==> src/sv/ffe_pkg.sv <==
`timescale 1ns / 1ps
// ----------------------------------------------------------------------------
// ffe_pkg - framebuffer fill engine shared definitions
// Request/response payloads, register indexes, shape and pixel mode codes.
// ----------------------------------------------------------------------------
package ffe_pkg;

    localparam int CFG_DIM_W = 13;
    localparam int COORD_W   = 12;
    localparam int CFG_IDX_W = 2;
    localparam int MODE_W    = 3;
    localparam int NB_W      = 3;

    // configuration register indexes
    localparam logic [CFG_IDX_W-1:0] CFG_SCREEN_WIDTH  = 2'd0;
    localparam logic [CFG_IDX_W-1:0] CFG_SCREEN_HEIGHT = 2'd1;
    localparam logic [CFG_IDX_W-1:0] CFG_PIXEL_MODE    = 2'd2;
    localparam logic [CFG_IDX_W-1:0] CFG_FRAME_BASE    = 2'd3;

    localparam logic [CFG_DIM_W-1:0] SCREEN_WIDTH_RST  = 13'd640;
    localparam logic [CFG_DIM_W-1:0] SCREEN_HEIGHT_RST = 13'd480;
    localparam logic [MODE_W-1:0]    PIXEL_MODE_RST    = 3'd4;
    localparam logic [31:0]          FRAME_BASE_RST    = 32'd0;

    localparam logic ACT_START = 1'b0;
    localparam logic ACT_STEP  = 1'b1;

    localparam logic [1:0] SHAPE_HLINE = 2'd0;
    localparam logic [1:0] SHAPE_VLINE = 2'd1;
    localparam logic [1:0] SHAPE_RECT  = 2'd2;

    localparam logic [MODE_W-1:0] MODE_8BPP  = 3'd0;
    localparam logic [MODE_W-1:0] MODE_15BPP = 3'd1;
    localparam logic [MODE_W-1:0] MODE_16BPP = 3'd2;
    localparam logic [MODE_W-1:0] MODE_24BPP = 3'd3;
    localparam logic [MODE_W-1:0] MODE_32BPP = 3'd4;

    localparam logic [31:0] MASK_1B = 32'h0000_00FF;
    localparam logic [31:0] MASK_2B = 32'h0000_FFFF;
    localparam logic [31:0] MASK_3B = 32'h00FF_FFFF;
    localparam logic [31:0] MASK_4B = 32'hFFFF_FFFF;

    typedef struct packed {
        logic               action;
        logic [1:0]         shape;
        logic [COORD_W-1:0] left_col;
        logic [COORD_W-1:0] top_row;
        logic [COORD_W-1:0] right_col;
        logic [COORD_W-1:0] bottom_row;
        logic [31:0]        fill_value;
    } req_t;

    typedef struct packed {
        logic            write_valid;
        logic [31:0]     write_addr;
        logic [31:0]     write_data;
        logic [NB_W-1:0] byte_count;
        logic            done_res;
        logic            error;
    } rsp_t;

    // walk stage decision, carried to the address stage
    typedef struct packed {
        logic            write;
        logic            done;
        logic            error;
        logic [NB_W-1:0] nbytes;
        logic [31:0]     data;
    } pix_ctl_t;

    function automatic logic [NB_W-1:0] mode_bytes(input logic [MODE_W-1:0] mode);
        logic [NB_W-1:0] nb;
        case (mode)
            MODE_8BPP:  nb = 3'd1;
            MODE_15BPP: nb = 3'd2;
            MODE_16BPP: nb = 3'd2;
            MODE_24BPP: nb = 3'd3;
            MODE_32BPP: nb = 3'd4;
            default:    nb = 3'd0;
        endcase
        return nb;
    endfunction

    function automatic logic [31:0] byte_mask(input logic [NB_W-1:0] nb);
        logic [31:0] m;
        case (nb)
            3'd1:    m = MASK_1B;
            3'd2:    m = MASK_2B;
            3'd3:    m = MASK_3B;
            3'd4:    m = MASK_4B;
            default: m = 32'd0;
        endcase
        return m;
    endfunction

endpackage

==> src/sv/framebuffer_fill_engine_unit.sv <==
`timescale 1ns / 1ps
// ----------------------------------------------------------------------------
// framebuffer_fill_engine_unit - solid fill engine for a linear framebuffer
// Start requests load a line or rectangle; each step request returns one
// pixel write (or a done/error status).
// ----------------------------------------------------------------------------
// Every request returns exactly one response; a new request can be taken
// every cycle while the response side is ready. The three stages are the
// request register, the walk stage (span check, walk position and the
// row * width multiply, registered) and the address stage (byte scaling
// plus frame base, into the response register).
// Configuration writes take effect at once and are meant for when the
// engine has no requests in flight.
// ----------------------------------------------------------------------------
module framebuffer_fill_engine_unit #(
    parameter int MAX_DIM = 4096
) (
    input  logic                          clk,
    input  logic                          rst_n,
    input  logic                          cfg_we,
    input  logic [ffe_pkg::CFG_IDX_W-1:0] cfg_index,
    input  logic [31:0]                   cfg_wdata,
    input  logic                          req_valid,
    output logic                          req_ready,
    input  ffe_pkg::req_t                 req_data,
    output logic                          rsp_valid,
    input  logic                          rsp_ready,
    output ffe_pkg::rsp_t                 rsp_data
);

    localparam int DW    = ffe_pkg::CFG_DIM_W;
    localparam int LIM_W = $clog2(MAX_DIM + 1);
    localparam int IDX_W = LIM_W + ffe_pkg::COORD_W;
    localparam logic [DW-1:0] MAX_DIM_C = DW'(MAX_DIM);

    logic [DW-1:0]                 width_reg, height_reg;
    logic [ffe_pkg::MODE_W-1:0]    mode_reg;
    logic [31:0]                   base_reg;

    logic [LIM_W-1:0]              w_lim, h_lim;
    logic [ffe_pkg::NB_W-1:0]      nbytes;

    logic                          s1_valid_reg;
    ffe_pkg::req_t                 s1_item_reg;
    logic                          s2_valid_reg;
    ffe_pkg::pix_ctl_t             s2_ctl_reg;
    logic [IDX_W-1:0]              s2_idx_reg;
    logic                          rsp_valid_reg;
    ffe_pkg::rsp_t                 rsp_reg, rsp_next;

    ffe_pkg::pix_ctl_t             walk_ctl;
    logic [IDX_W-1:0]              walk_idx;

    logic s3_load, s2_move, s2_load, s1_move, s1_load;

    // ---------------- configuration ----------------
    always_ff @(posedge clk or negedge rst_n)
    begin
        if (!rst_n)
        begin
            width_reg  <= ffe_pkg::SCREEN_WIDTH_RST;
            height_reg <= ffe_pkg::SCREEN_HEIGHT_RST;
            mode_reg   <= ffe_pkg::PIXEL_MODE_RST;
            base_reg   <= ffe_pkg::FRAME_BASE_RST;
        end
        else if (cfg_we)
        begin
            case (cfg_index)
                ffe_pkg::CFG_SCREEN_WIDTH:  width_reg  <= cfg_wdata[DW-1:0];
                ffe_pkg::CFG_SCREEN_HEIGHT: height_reg <= cfg_wdata[DW-1:0];
                ffe_pkg::CFG_PIXEL_MODE:    mode_reg   <= cfg_wdata[ffe_pkg::MODE_W-1:0];
                ffe_pkg::CFG_FRAME_BASE:    base_reg   <= cfg_wdata;
                default: ;
            endcase
        end
    end

    assign w_lim  = LIM_W'((width_reg > MAX_DIM_C) ? MAX_DIM_C : width_reg);
    assign h_lim  = LIM_W'((height_reg > MAX_DIM_C) ? MAX_DIM_C : height_reg);
    assign nbytes = ffe_pkg::mode_bytes(mode_reg);

    // ---------------- pipeline flow ----------------
    assign s3_load   = !rsp_valid_reg || rsp_ready;
    assign s2_move   = s2_valid_reg && s3_load;
    assign s2_load   = !s2_valid_reg || s2_move;
    assign s1_move   = s1_valid_reg && s2_load;
    assign s1_load   = !s1_valid_reg || s1_move;
    assign req_ready = s1_load;

    always_ff @(posedge clk or negedge rst_n)
    begin
        if (!rst_n)
        begin
            s1_valid_reg  <= 1'b0;
            s2_valid_reg  <= 1'b0;
            rsp_valid_reg <= 1'b0;
        end
        else
        begin
            if (s1_load)
                s1_valid_reg <= req_valid;
            if (s2_load)
                s2_valid_reg <= s1_valid_reg;
            if (s3_load)
                rsp_valid_reg <= s2_valid_reg;
        end
    end

    // request register
    always_ff @(posedge clk)
    begin
        if (req_valid && s1_load)
            s1_item_reg <= req_data;
    end

    // ---------------- walk stage ----------------
    ffe_walk #(
        .LIM_W   (LIM_W)
    ) u_walk (
        .clk     (clk),
        .rst_n   (rst_n),
        .advance (s1_move),
        .item    (s1_item_reg),
        .w_lim   (w_lim),
        .h_lim   (h_lim),
        .nbytes  (nbytes),
        .ctl     (walk_ctl),
        .idx     (walk_idx)
    );

    always_ff @(posedge clk)
    begin
        if (s1_move)
        begin
            s2_ctl_reg <= walk_ctl;
            s2_idx_reg <= walk_idx;
        end
    end

    // ---------------- address stage ----------------
    always_comb
    begin
        logic [31:0] lin;
        logic [31:0] off;
        lin = 32'(s2_idx_reg);
        case (s2_ctl_reg.nbytes)
            3'd1:    off = lin;
            3'd2:    off = lin << 1;
            3'd3:    off = (lin << 1) + lin;
            3'd4:    off = lin << 2;
            default: off = 32'd0;
        endcase
        rsp_next             = '0;
        rsp_next.write_valid = s2_ctl_reg.write;
        rsp_next.done_res    = s2_ctl_reg.done;
        rsp_next.error       = s2_ctl_reg.error;
        if (s2_ctl_reg.write)
        begin
            rsp_next.write_addr = base_reg + off;
            rsp_next.write_data = s2_ctl_reg.data;
            rsp_next.byte_count = s2_ctl_reg.nbytes;
        end
    end

    always_ff @(posedge clk)
    begin
        if (s2_move)
            rsp_reg <= rsp_next;
    end

    assign rsp_valid = rsp_valid_reg;
    assign rsp_data  = rsp_reg;

endmodule

==> src/sv/ffe_walk.sv <==
`timescale 1ns / 1ps
// ----------------------------------------------------------------------------
// ffe_walk - command checker and pixel walker
// Validates start requests, holds the span and the walk position, and
// decides per step request whether a pixel is written. Gives the linear
// pixel index of the current position.
// ----------------------------------------------------------------------------
module ffe_walk #(
    parameter int LIM_W   = 13
) (
    input  logic                     clk,
    input  logic                     rst_n,
    input  logic                     advance,
    input  ffe_pkg::req_t            item,
    input  logic [LIM_W-1:0]         w_lim,
    input  logic [LIM_W-1:0]         h_lim,
    input  logic [ffe_pkg::NB_W-1:0] nbytes,
    output ffe_pkg::pix_ctl_t        ctl,
    output logic [LIM_W+ffe_pkg::COORD_W-1:0] idx
);

    localparam int CW = ffe_pkg::COORD_W;
    localparam int DW = ffe_pkg::CFG_DIM_W;
    localparam int IDX_W = LIM_W + CW;

    logic          busy_reg, busy_next;
    logic [1:0]    shape_reg, shape_next;
    logic [CW-1:0] col_reg, col_next;
    logic [CW-1:0] row_reg, row_next;
    logic [CW-1:0] left_reg, left_next;
    logic [CW-1:0] right_reg, right_next;
    logic [CW-1:0] bottom_reg, bottom_next;
    logic [31:0]   colour_reg, colour_next;

    logic [DW-1:0] w_ext, h_ext;

    assign w_ext = DW'(w_lim);
    assign h_ext = DW'(h_lim);

    // row * width + col, registered by the caller before the byte scaling
    assign idx = IDX_W'(w_lim) * IDX_W'(row_reg) + IDX_W'(col_reg);

    always_comb
    begin
        logic [CW-1:0] l, t, r, b;
        logic          bad;
        busy_next   = busy_reg;
        shape_next  = shape_reg;
        col_next    = col_reg;
        row_next    = row_reg;
        left_next   = left_reg;
        right_next  = right_reg;
        bottom_next = bottom_reg;
        colour_next = colour_reg;
        ctl         = '0;
        l   = item.left_col;
        t   = item.top_row;
        r   = item.right_col;
        b   = item.bottom_row;
        bad = 1'b0;

        if (item.action == ffe_pkg::ACT_START)
        begin
            busy_next = 1'b0;
            case (item.shape)
                ffe_pkg::SHAPE_HLINE:
                begin
                    bad = DW'(l) >= w_ext || DW'(r) >= w_ext || DW'(t) >= h_ext;
                    b   = t;
                end
                ffe_pkg::SHAPE_VLINE:
                begin
                    bad = DW'(l) >= w_ext || DW'(t) >= h_ext || DW'(b) >= h_ext;
                    r   = l;
                end
                ffe_pkg::SHAPE_RECT:
                begin
                    bad = DW'(l) >= w_ext || DW'(t) >= h_ext;
                    // clamp to last column; width is non-zero here
                    if (!bad && DW'(r) >= w_ext)
                        r = CW'(w_ext - DW'(1));
                end
                default: bad = 1'b1;
            endcase
            if (nbytes == '0)
                bad = 1'b1;

            if (bad)
            begin
                ctl.done  = 1'b1;
                ctl.error = 1'b1;
            end
            else if (r < l || b < t)
            begin
                ctl.done = 1'b1;
            end
            else
            begin
                busy_next   = 1'b1;
                shape_next  = item.shape;
                col_next    = l;
                row_next    = t;
                left_next   = l;
                right_next  = r;
                bottom_next = b;
                colour_next = item.fill_value;
            end
        end
        else if (!busy_reg)
        begin
            ctl.done = 1'b1;
        end
        else if (nbytes == '0 || DW'(col_reg) >= w_ext || DW'(row_reg) >= h_ext)
        begin
            busy_next = 1'b0;
            ctl.done  = 1'b1;
            ctl.error = 1'b1;
        end
        else
        begin
            ctl.write  = 1'b1;
            ctl.nbytes = nbytes;
            ctl.data   = colour_reg & ffe_pkg::byte_mask(nbytes);
            if (col_reg == right_reg)
            begin
                if (row_reg == bottom_reg)
                begin
                    busy_next = 1'b0;
                    ctl.done  = 1'b1;
                end
                else
                begin
                    col_next = left_reg;
                    row_next = row_reg + CW'(1);
                end
            end
            else
            begin
                col_next = col_reg + CW'(1);
            end
        end
    end

    always_ff @(posedge clk or negedge rst_n)
    begin
        if (!rst_n)
        begin
            busy_reg   <= 1'b0;
            shape_reg  <= '0;
            col_reg    <= '0;
            row_reg    <= '0;
            left_reg   <= '0;
            right_reg  <= '0;
            bottom_reg <= '0;
            colour_reg <= '0;
        end
        else if (advance)
        begin
            busy_reg   <= busy_next;
            shape_reg  <= shape_next;
            col_reg    <= col_next;
            row_reg    <= row_next;
            left_reg   <= left_next;
            right_reg  <= right_next;
            bottom_reg <= bottom_next;
            colour_reg <= colour_next;
        end
    end

endmodule

==> config.mk <==
export PLATFORM = sky130hd
export DESIGN_NAME = framebuffer_fill_engine_unit
export DESIGN_NICKNAME = d
export VERILOG_FILES = /design/src/sv/ffe_pkg.sv /design/src/sv/framebuffer_fill_engine_unit.sv /design/src/sv/ffe_walk.sv
export SDC_FILE = /design/constraint.sdc
export NUM_CORES = 1
export LEC_CHECK = 0
export ABC_AREA = 1
export BUFFER_PORTS_ARGS = -buffer_cell sky130_fd_sc_hd__buf_2
export CAP_MARGIN = 10
export CORE_MARGIN = 2
export CORE_UTILIZATION = 62
export CTS_CLUSTER_SIZE = 8
export DETAILED_ROUTE_END_ITERATION = 6
export PLACE_DENSITY = 0.82
export SYNTH_ARGS = -nofsm -noshare
export SYNTH_HDL_FRONTEND = slang
export SYNTH_SLANG_ARGS = --single-unit
==> constraint.sdc <==
create_clock -name clk -period 7.55 [get_ports clk]
set_input_delay 1.8875 -clock clk [delete_from_list [all_inputs] [get_ports clk]]
set_output_delay 1.8875 -clock clk [all_outputs]
set_load 0.1 [all_outputs]
### Word level (Yosys, flattened, before mapping)

Cells that the tools add are included.

* register bits after elaboration: 373
* input bits: 122
* output and inout bits: 72
* logic and storage cells: 162

* add/sub/neg operators: 6
* multiply operators: 1
* $lt $le $gt $ge: 10
* equality and inequality tests: 26
* mux-type cells: 49
* bitwise logic cells: 5
* reductions and logical operators: 32

Operators by type and width (number)
* $mux 12: 18
* $pmux 32 s4: 1
* $pmux 27 s4: 1
* $mux 32: 3
* $ge 12x13->1: 6
* $mux 36: 1
* $mux 35: 1
* $add 32x32->32: 1
* $and 32x32->32: 1
* $add 26x25->27: 1
* $gt 13x13->1 const B: 2
* $mux 13: 2
* $add 25x12->25: 1
* $mul 13x12->25: 1
* $add 12x1->12 const B: 2
* $eq 12x12->1: 2
* $lt 12x12->1: 2
* $pmux 12 s2: 1
* $eq 3x2->1 const B: 6
* $mux 1: 18
* $pmux 3 s4: 1
* $sub 12x1->12 const B: 1
* $logic_or 1x1->1: 10
* $reduce_and 2->1: 5
* 19 further kinds: 41

### Longest topological paths before layout

Gate-level depths: netlist of run 1.

* depth in word-level cells: 14
* gate-level depth with buffers: 37
* mapped depth without buffers: 33

### By module

Synthesis of run 1 repeated with hierarchy kept, for this count alone.

* cells, all modules: 3511
* area, all modules: 27953.1 sq um

By module, submodules not included
* framebuffer_fill_engine_unit: times used 1, cells an instance 1614, area an instance 14232.4 sq um, sequential area each 8096.5 sq um
* ffe_walk: times used 1, cells an instance 1897, area an instance 13720.7 sq um, sequential area each 2327.2 sq um

### Worst setup path before layout of run 1

OpenSTA, ideal clock, no wires.

* kind: flip-flop to flip-flop
* start: register width_reg[0]
* end: register s2_idx_reg[24] (data pin)
* setup time: 252 ps
* arrival: 6041 ps
* required time: 7298 ps
* setup slack: 1257 ps
* cell stages (with the launch flop): 32
* path buffers: 1
* clock period less this slack: 6293 ps
* cells stage by stage: dfrtp_1 -> inv_1 -> nand3_1 -> nor2_1 -> nand2_1 -> nand2_1 -> inv_2 -> nor2_1 -> clkbuf_1 -> nand2_1 -> fa_1 -> inv_1 -> fa_1 -> fa_1 -> inv_1 -> fa_1 -> fa_1 -> inv_1 -> ha_1 -> nand2_1 -> inv_1 -> a21oi_1 -> o21ai_2 -> a21boi_1 -> o21ai_0 -> a21boi_1 -> o21ai_0 -> a21boi_1 -> o21ai_0 -> nand2_1 -> nand3b_1 -> nand2_1

* word-level cells in the longest chain between the ends: 4

Ends and longest elaborated chain
* start: declaration: line framebuffer_fill_engine_unit.sv:36 `logic [DW-1:0] width_reg, height_reg;`
* start signal: assignment: line framebuffer_fill_engine_unit.sv:61 `width_reg <= ffe_pkg::SCREEN_WIDTH_RST;`
* start signal: assignment: line framebuffer_fill_engine_unit.sv:69 `ffe_pkg::CFG_SCREEN_WIDTH: width_reg <= cfg_wdata[DW-1:0];`
* $gt 13x13->1: line framebuffer_fill_engine_unit.sv:78 `assign w_lim = LIM_W'((width_reg > MAX_DIM_C) ? MAX_DIM_C : width_reg);`
* $mux 13 *: line framebuffer_fill_engine_unit.sv:78
* $mul 13x12->25 *: line ffe_walk.sv:41 `assign idx = IDX_W'(w_lim) * IDX_W'(row_reg) + IDX_W'(col_reg);`
* $add 25x12->25 *: line ffe_walk.sv:41
* net u_walk.idx, one bit: line ffe_walk.sv:19 `output logic [LIM_W+ffe_pkg::COORD_W-1:0] idx`
* end signal: assignment: line framebuffer_fill_engine_unit.sv:136 `s2_idx_reg <= walk_idx;`
* end: declaration: line framebuffer_fill_engine_unit.sv:47 `logic [IDX_W-1:0] s2_idx_reg;`

Mark *: on every way through the listed nets, which the timed path passes. The rest lies on a longest branch.
A chain may end at the register's enable or synchronous reset.

### Worst setup path after layout of run 1

* start: register width_reg[1]
* end: register s2_idx_reg[24] (data pin)

Same word-level chain as after synthesis.

==> impl_metrics.yaml, run 1 <==
status:
  status: "completed"
critical_path:
  start_kind: "flip-flop"
  crit_required_ps: 7880
  ff2ff_setup_slack_ps: 750
  cp.arrival_ps: 7130
  reg2reg_depth: 30
  rr_endpoint: "s2_idx_reg[24]$_DFFE_PP_"
  cp_max_fo: 7
  crit_path_max_incr_delay_ps: 540
  cp-end-kind: "flip-flop"
  cp_common_cell: "nand2_1"
  critical_path_class: "reg2reg"
  slowest_stage: "fa_1"
  r2r-start: "width_reg[1]$_DFFE_PN0P_"
sta:
  finalSetupTns_ps: 0
  worst_slew_pin_slew_ps: 1130
  setup-violations-final: 0
  clock.fmax_ghz: 0.147
  rsz0062_at_grt: "false"
  hold_violations: 0
  period_share_pct: 90.1
  relSlewSlack_pct: 24.8
  finalMaxSlewViolations: 0
  clock_skew_ps: 23.1
  min_period_ps: 6800
finish:
  final_cells: 3687
  drive_gt1_share_pct: 10.7
  syn2layout_area_growth_pct: 12.1
  post-route-util_pct: 70.5
  nNetsFinal: 3579
  largest_reg_flops: 83
power:
  powerDensity_mw_per_mm2: 398
  p_leak_nw: 14.5
  ir_worst_vdd_mv: 0.302
  total_power_mw: 11.5
job:
  maxCapViolations: 0
clock_network:
  cts_resized: 0
  numCtsBuffers: 53
  path_clk_slew_ps: 50
  ctsHoldBuffers: 0
  root_buffer: "clkbuf_16"
  htreeDepth: 2
  post-cts-setup-buffer-count: 0
  cts_tree: "done"
  clk-insertion-delay-late_ps: 590
  clockBufferDepth: 3
  cts_sinks: 373
logic_synthesis:
  synth_seq_area_share_pct: 40.6
  yosysMostFrequentCell: "nand2_1"
  synth_cell_types: 49
  yosysTopAreaCell: "edfxtp_1"
  syn_inst: 2923
  synth-edff-count: 216
  synthFlopType: "edfxtp_1"
  synth_seq_cells: 373
  avgSynthCellArea_um2: 8.79
  synth_area_leaders: "edfxtp_1 (25%), dfrtp_1 (15%), ha_1 (11%), nand2_1 (10%), fa_1 (9.6%)"
  async_flop_share_pct: 42.1
  synth_nets: 3393
  yosysWarnings: 0
  synth_common_cells: "nand2_1 (699), inv_1 (433), ha_1 (225)"
  netlist_area_mm2: 0.0257
  yosysTopAreaCellShare_pct: 25.2
detailed_routing:
  route.vias.total: 21500
  drcViolationCount: 0
  ant_nets: 0
  avgRoutedWirePerCell_um: 19.0
  drtIter0Drc: 1857
  detail_route.vias_per_cell: 5.83
  postRouteWirelength_mm: 70.2
  dr.pass1.iters: 6
global_routing:
  grt_pass1_vias: 21800
  grt_overflow: 0
  grtUsageTotal_pct: 32.5
  grt_max_degree: 98
  antenna_found_initial: 3
  grt_pass1_wl_mm: 112
place:
  dp.cells: 3586
  gp_congestion: 0.991
  port_buffers: 193
  place_hpwl_mm: 51.8
min_path:
  min_path_cells: 0
  hold_end: "rsp_data[1]$_DFFE_PP_"
  hp-class: "reg2reg"
  hp-start: "rsp_next[1]$_DFFE_PP_"
floorplan:
  die_y_um: 208
  dieArea_mm2: 0.0431
  pin_count: 194
  rows: 74
  start_util_pct: 62.9
  die_w_um: 208
  coreArea_mm2: 0.0408
## where the power goes
group	switching [mW]	total [mW]	internal, mW
Clock	0.877	2.21	1.33
Sequential	0.521	3.38	2.86
Combinational	3.95	5.87	1.92
Total	5.35	11.5	6.11
## through the flow
step	setup slack (ps)	hold WS (ps)	instance area (µm²)
final	749	453	28800
after CTS	726	447	28800
after global routing	210	454	28800
after detailed placement	726	428	27200
after global placement	886	420	27200
after floorplan	1260	400	25700
## cell type report
type | count | area (µm²)
flip-flops and latches | 373 | 10400
repair buffers | 231 | 1270
clock buffers | 93 | 1500
clock inverters | 5 | 53.8
multi-input cells | 2003 | 13200
diodes | 3 | 7.51
fillers | 3065 | 12000
well taps | 532 | 666
inverters | 447 | 1680
## critical path, delay by kind of cell (launching register included)
kind,cells,cell delay [ps]
flip-flops,1,390
adder cells (fa/ha/maj),6,2840
AND/OR/NAND/NOR,10,1400
AO/OA/AOI/OAI,8,1560
buffers and inverters,6,350
## cells by family (layout without fill, tap and decap cells)
logic type | Yosys count | after routing | synth area share, %
buffers and inverters | 547 | 776 | 8.15
XOR/XNOR | 63 | 63 | 2.15
adder cells (fa/ha/maj) | 348 | 348 | 20.5
flip-flops | 373 | 373 | 40.6
multiplexers | 16 | 16 | 0.701
other | 0 | 3 | 0
AND/OR/NAND/NOR | 1114 | 1114 | 18.0
AO/OA/AOI/OAI | 462 | 462 | 9.91
## cell usage in the layout (no fill, tap or decap), types with 9 or more instances in the layout
cell type,Yosys,layout
xor2_1,45,45
o211ai_1,9,9
buf_4,1,37
buf_2,18,192
fa_1,123,123
ha_1,225,225
nor2_1,199,199
o21ai_0,152,152
clkbuf_16,0,54
inv_1,433,432
o22ai_1,14,14
nor3_1,23,22
mux2_2,16,16
a31oi_1,12,12
xnor2_1,18,18
clkbuf_1,78,39
nand4_1,103,103
dfrtp_1,150,150
nand3_1,68,67
a21oi_1,202,201
o21ai_1,12,12
nand2_1,699,699
edfxtp_1,216,216
o21a_1,13,13
## worst max-delay path by stage
stage,depth (start not counted),end,start
3_5_place_dp,30,s2_idx_reg[24]$_DFFE_PP_,width_reg[0]$_DFFE_PN0P_
3_3_place_gp,30,s2_idx_reg[24]$_DFFE_PP_,width_reg[0]$_DFFE_PN0P_
2_1_floorplan,31,s2_idx_reg[24]$_DFFE_PP_,width_reg[0]$_DFFE_PN0P_
4_1_cts,30,s2_idx_reg[24]$_DFFE_PP_,width_reg[0]$_DFFE_PN0P_
5_1_grt,30,s2_idx_reg[24]$_DFFE_PP_,width_reg[0]$_DFFE_PN0P_
6_report,30,s2_idx_reg[24]$_DFFE_PP_,width_reg[1]$_DFFE_PN0P_
## routing by layer
layer / vias to the layer above / track usage (%) / wire length (µm)
met5: - / 0 / 0
met4: 0 / 14.8 / 3200
met3: 224 / 5.33 / 5640
met2: 1036 / 54.6 / 33500
met1: 10200 / 41.6 / 27900
li1: 10000 / - / -
No activity file was read; power rests on OpenSTA's default activity.
==> inputs of run 2 (changes only) <==
--- a/config.mk
+++ b/config.mk
@@ -6,13 +6,15 @@
 export NUM_CORES = 1
 export LEC_CHECK = 0
 export ABC_AREA = 1
+export ABC_CLOCK_PERIOD_IN_PS = 7550
 export BUFFER_PORTS_ARGS = -buffer_cell sky130_fd_sc_hd__buf_2
 export CAP_MARGIN = 10
 export CORE_MARGIN = 2
 export CORE_UTILIZATION = 62
 export CTS_CLUSTER_SIZE = 8
 export DETAILED_ROUTE_END_ITERATION = 6
-export PLACE_DENSITY = 0.82
+export GPL_TIMING_DRIVEN = 1
+export PLACE_DENSITY = 0.91
 export SYNTH_ARGS = -nofsm -noshare
 export SYNTH_HDL_FRONTEND = slang
 export SYNTH_SLANG_ARGS = --single-unit
==> impl_metrics.yaml, run 2 (synthesis gave the netlist of run 1 again) <==
status:
  status: "completed"
critical_path:
  cp.arrival_ps: 7190
  reg2reg_depth: 30
  cp_common_cell: "nand2_1"
  crit_path_max_incr_delay_ps: 570
  crit_required_ps: 7890
  cp-end-kind: "flip-flop"
  start_kind: "flip-flop"
  cp_max_fo: 10
  critical_path_class: "reg2reg"
  slowest_stage: "fa_1"
floorplan:
  coreArea_mm2: 0.0408
  dieArea_mm2: 0.0431
  die_w_um: 208
  rows: 74
  start_util_pct: 62.9
  pin_count: 194
  die_y_um: 208
detailed_routing:
  route.vias.total: 22000
  postRouteWirelength_mm: 72.2
  drtIter0Drc: 2146
  dr.pass1.iters: 6
  detail_route.vias_per_cell: 5.98
  drcViolationCount: 0
  ant_nets: 0
  avgRoutedWirePerCell_um: 19.6
sta:
  rsz0062_at_grt: "false"
  period_share_pct: 90.7
  clock.fmax_ghz: 0.146
  clock_skew_ps: 19.0
  hold_violations: 0
  min_period_ps: 6850
  worst_slew_pin_slew_ps: 1160
  relSlewSlack_pct: 22.5
  finalSetupTns_ps: 0
  finalMaxSlewViolations: 0
  setup-violations-final: 0
clock_network:
  cts_resized: 0
  post-cts-setup-buffer-count: 0
  root_buffer: "clkbuf_16"
  ctsHoldBuffers: 0
  numCtsBuffers: 53
  path_clk_slew_ps: 50
  htreeDepth: 2
  cts_tree: "done"
  clockBufferDepth: 3
  cts_sinks: 373
  clk-insertion-delay-late_ps: 590
finish:
  syn2layout_area_growth_pct: 12.0
  fillers: 2909
  multi_input_area_mm2: 0.0132
  nNetsFinal: 3578
  drive_gt1_share_pct: 10.6
  mostFrequentLayoutCells: "nand2_1 (699), inv_1 (432), ha_1 (225)"
  stdcell_area_mm2: 0.0288
  layout_commonest_cell: "nand2_1"
  seq_area_mm2: 0.0104
  largest_reg_flops: 83
min_path:
  min_path_cells: 0
  hp-class: "reg2reg"
global_routing:
  grt_overflow: 0
  grtUsageTotal_pct: 33.4
  grt_pass1_vias: 22200
  grt_pass1_wl_mm: 115
  antenna_found_initial: 1
  grt_max_degree: 91
power:
  p_leak_nw: 14.4
  powerDensity_mw_per_mm2: 402
  ir_worst_vdd_mv: 0.245
place:
  port_buffers: 193
  post_dp_cell_area_mm2: 0.0272
  place_hpwl_mm: 52.5
  gp_congestion: 0.980
job:
  maxCapViolations: 0
[run 2: cell count changes in the layout (fill, tap and decap cells not counted), sizes merged]
cell,previous run,this run
inv,442,443
clkbuf,93,91
diode,3,1
buf,231,230
clkinv,10,7
[run 2: path summary, 6_finish.rpt]
check,start,end,slack [ps]
max,width_reg[0]$_DFFE_PN0P_,s2_idx_reg[24]$_DFFE_PP_,700
min,rsp_next[1]$_DFFE_PP_,rsp_data[1]$_DFFE_PP_,430
max reg2reg,width_reg[0]$_DFFE_PN0P_,s2_idx_reg[24]$_DFFE_PP_,700
min reg2reg,rsp_next[1]$_DFFE_PP_,rsp_data[1]$_DFFE_PP_,430
max in group asynchronous,rst_n,u_walk.right_reg[9]$_DFFE_PN0P_,4630
min in group asynchronous,rst_n,base_reg[23]$_DFFE_PN0P_,1350
[run 2: per-layer routing]
metal | part of all wire (%) | global-route usage, % | wire [µm]
met1 | 38 | 42.3 | 27600
met2 | 48 | 56.4 | 34900
met3 | 8.7 | 5.48 | 6250
met4 | 4.7 | 15.3 | 3430
met5 | 0 | 0 | 0
[run 2: power by group]
group | internal [mW] | leakage, nW | switching, mW
registers | 2.85 | 4.11 | 0.561
logic | 1.93 | 9.60 | 4.00
clock network | 1.34 | 0.736 | 0.877
total | 6.12 | 14.4 | 5.43
[run 2: stage by stage]
step / instances / power [mW] / setup WS [ps] / utilization (%) / hold slack, ps
detailed placement: 3585 / 9.21 / 743 / 66.7 / 408
global route: 3680 / 12.4 / 78.5 / 70.5 / 447
floorplan: 2923 / 7.71 / 1260 / - / 400
global placement: 3585 / 8.94 / 947 / 66.7 / 418
CTS: 3679 / 11.5 / 748 / 70.5 / 434
finish: 3680 / 11.6 / 699 / 70.5 / 434
[run 2: final cells by class]
type / instances / area share (%)
Antenna cell: 1 / 0.00869
Clock buffer: 91 / 5.21
Clock inverter: 3 / 0.148
Inverter: 447 / 5.84
Multi-Input combinational cell: 2003 / 45.8
Sequential cell: 373 / 36.2
Tap cell: 532 / 2.31
Timing Repair Buffer: 230 / 4.43
[run 2: worst max-delay path, delay by kind of cell (launching register included)]
kind	cells	cell delay, ps
AO/OA/AOI/OAI	8	1590
adder cells (fa/ha/maj)	6	2820
buffers and inverters	6	370
flip-flops	1	370
AND/OR/NAND/NOR	10	1470
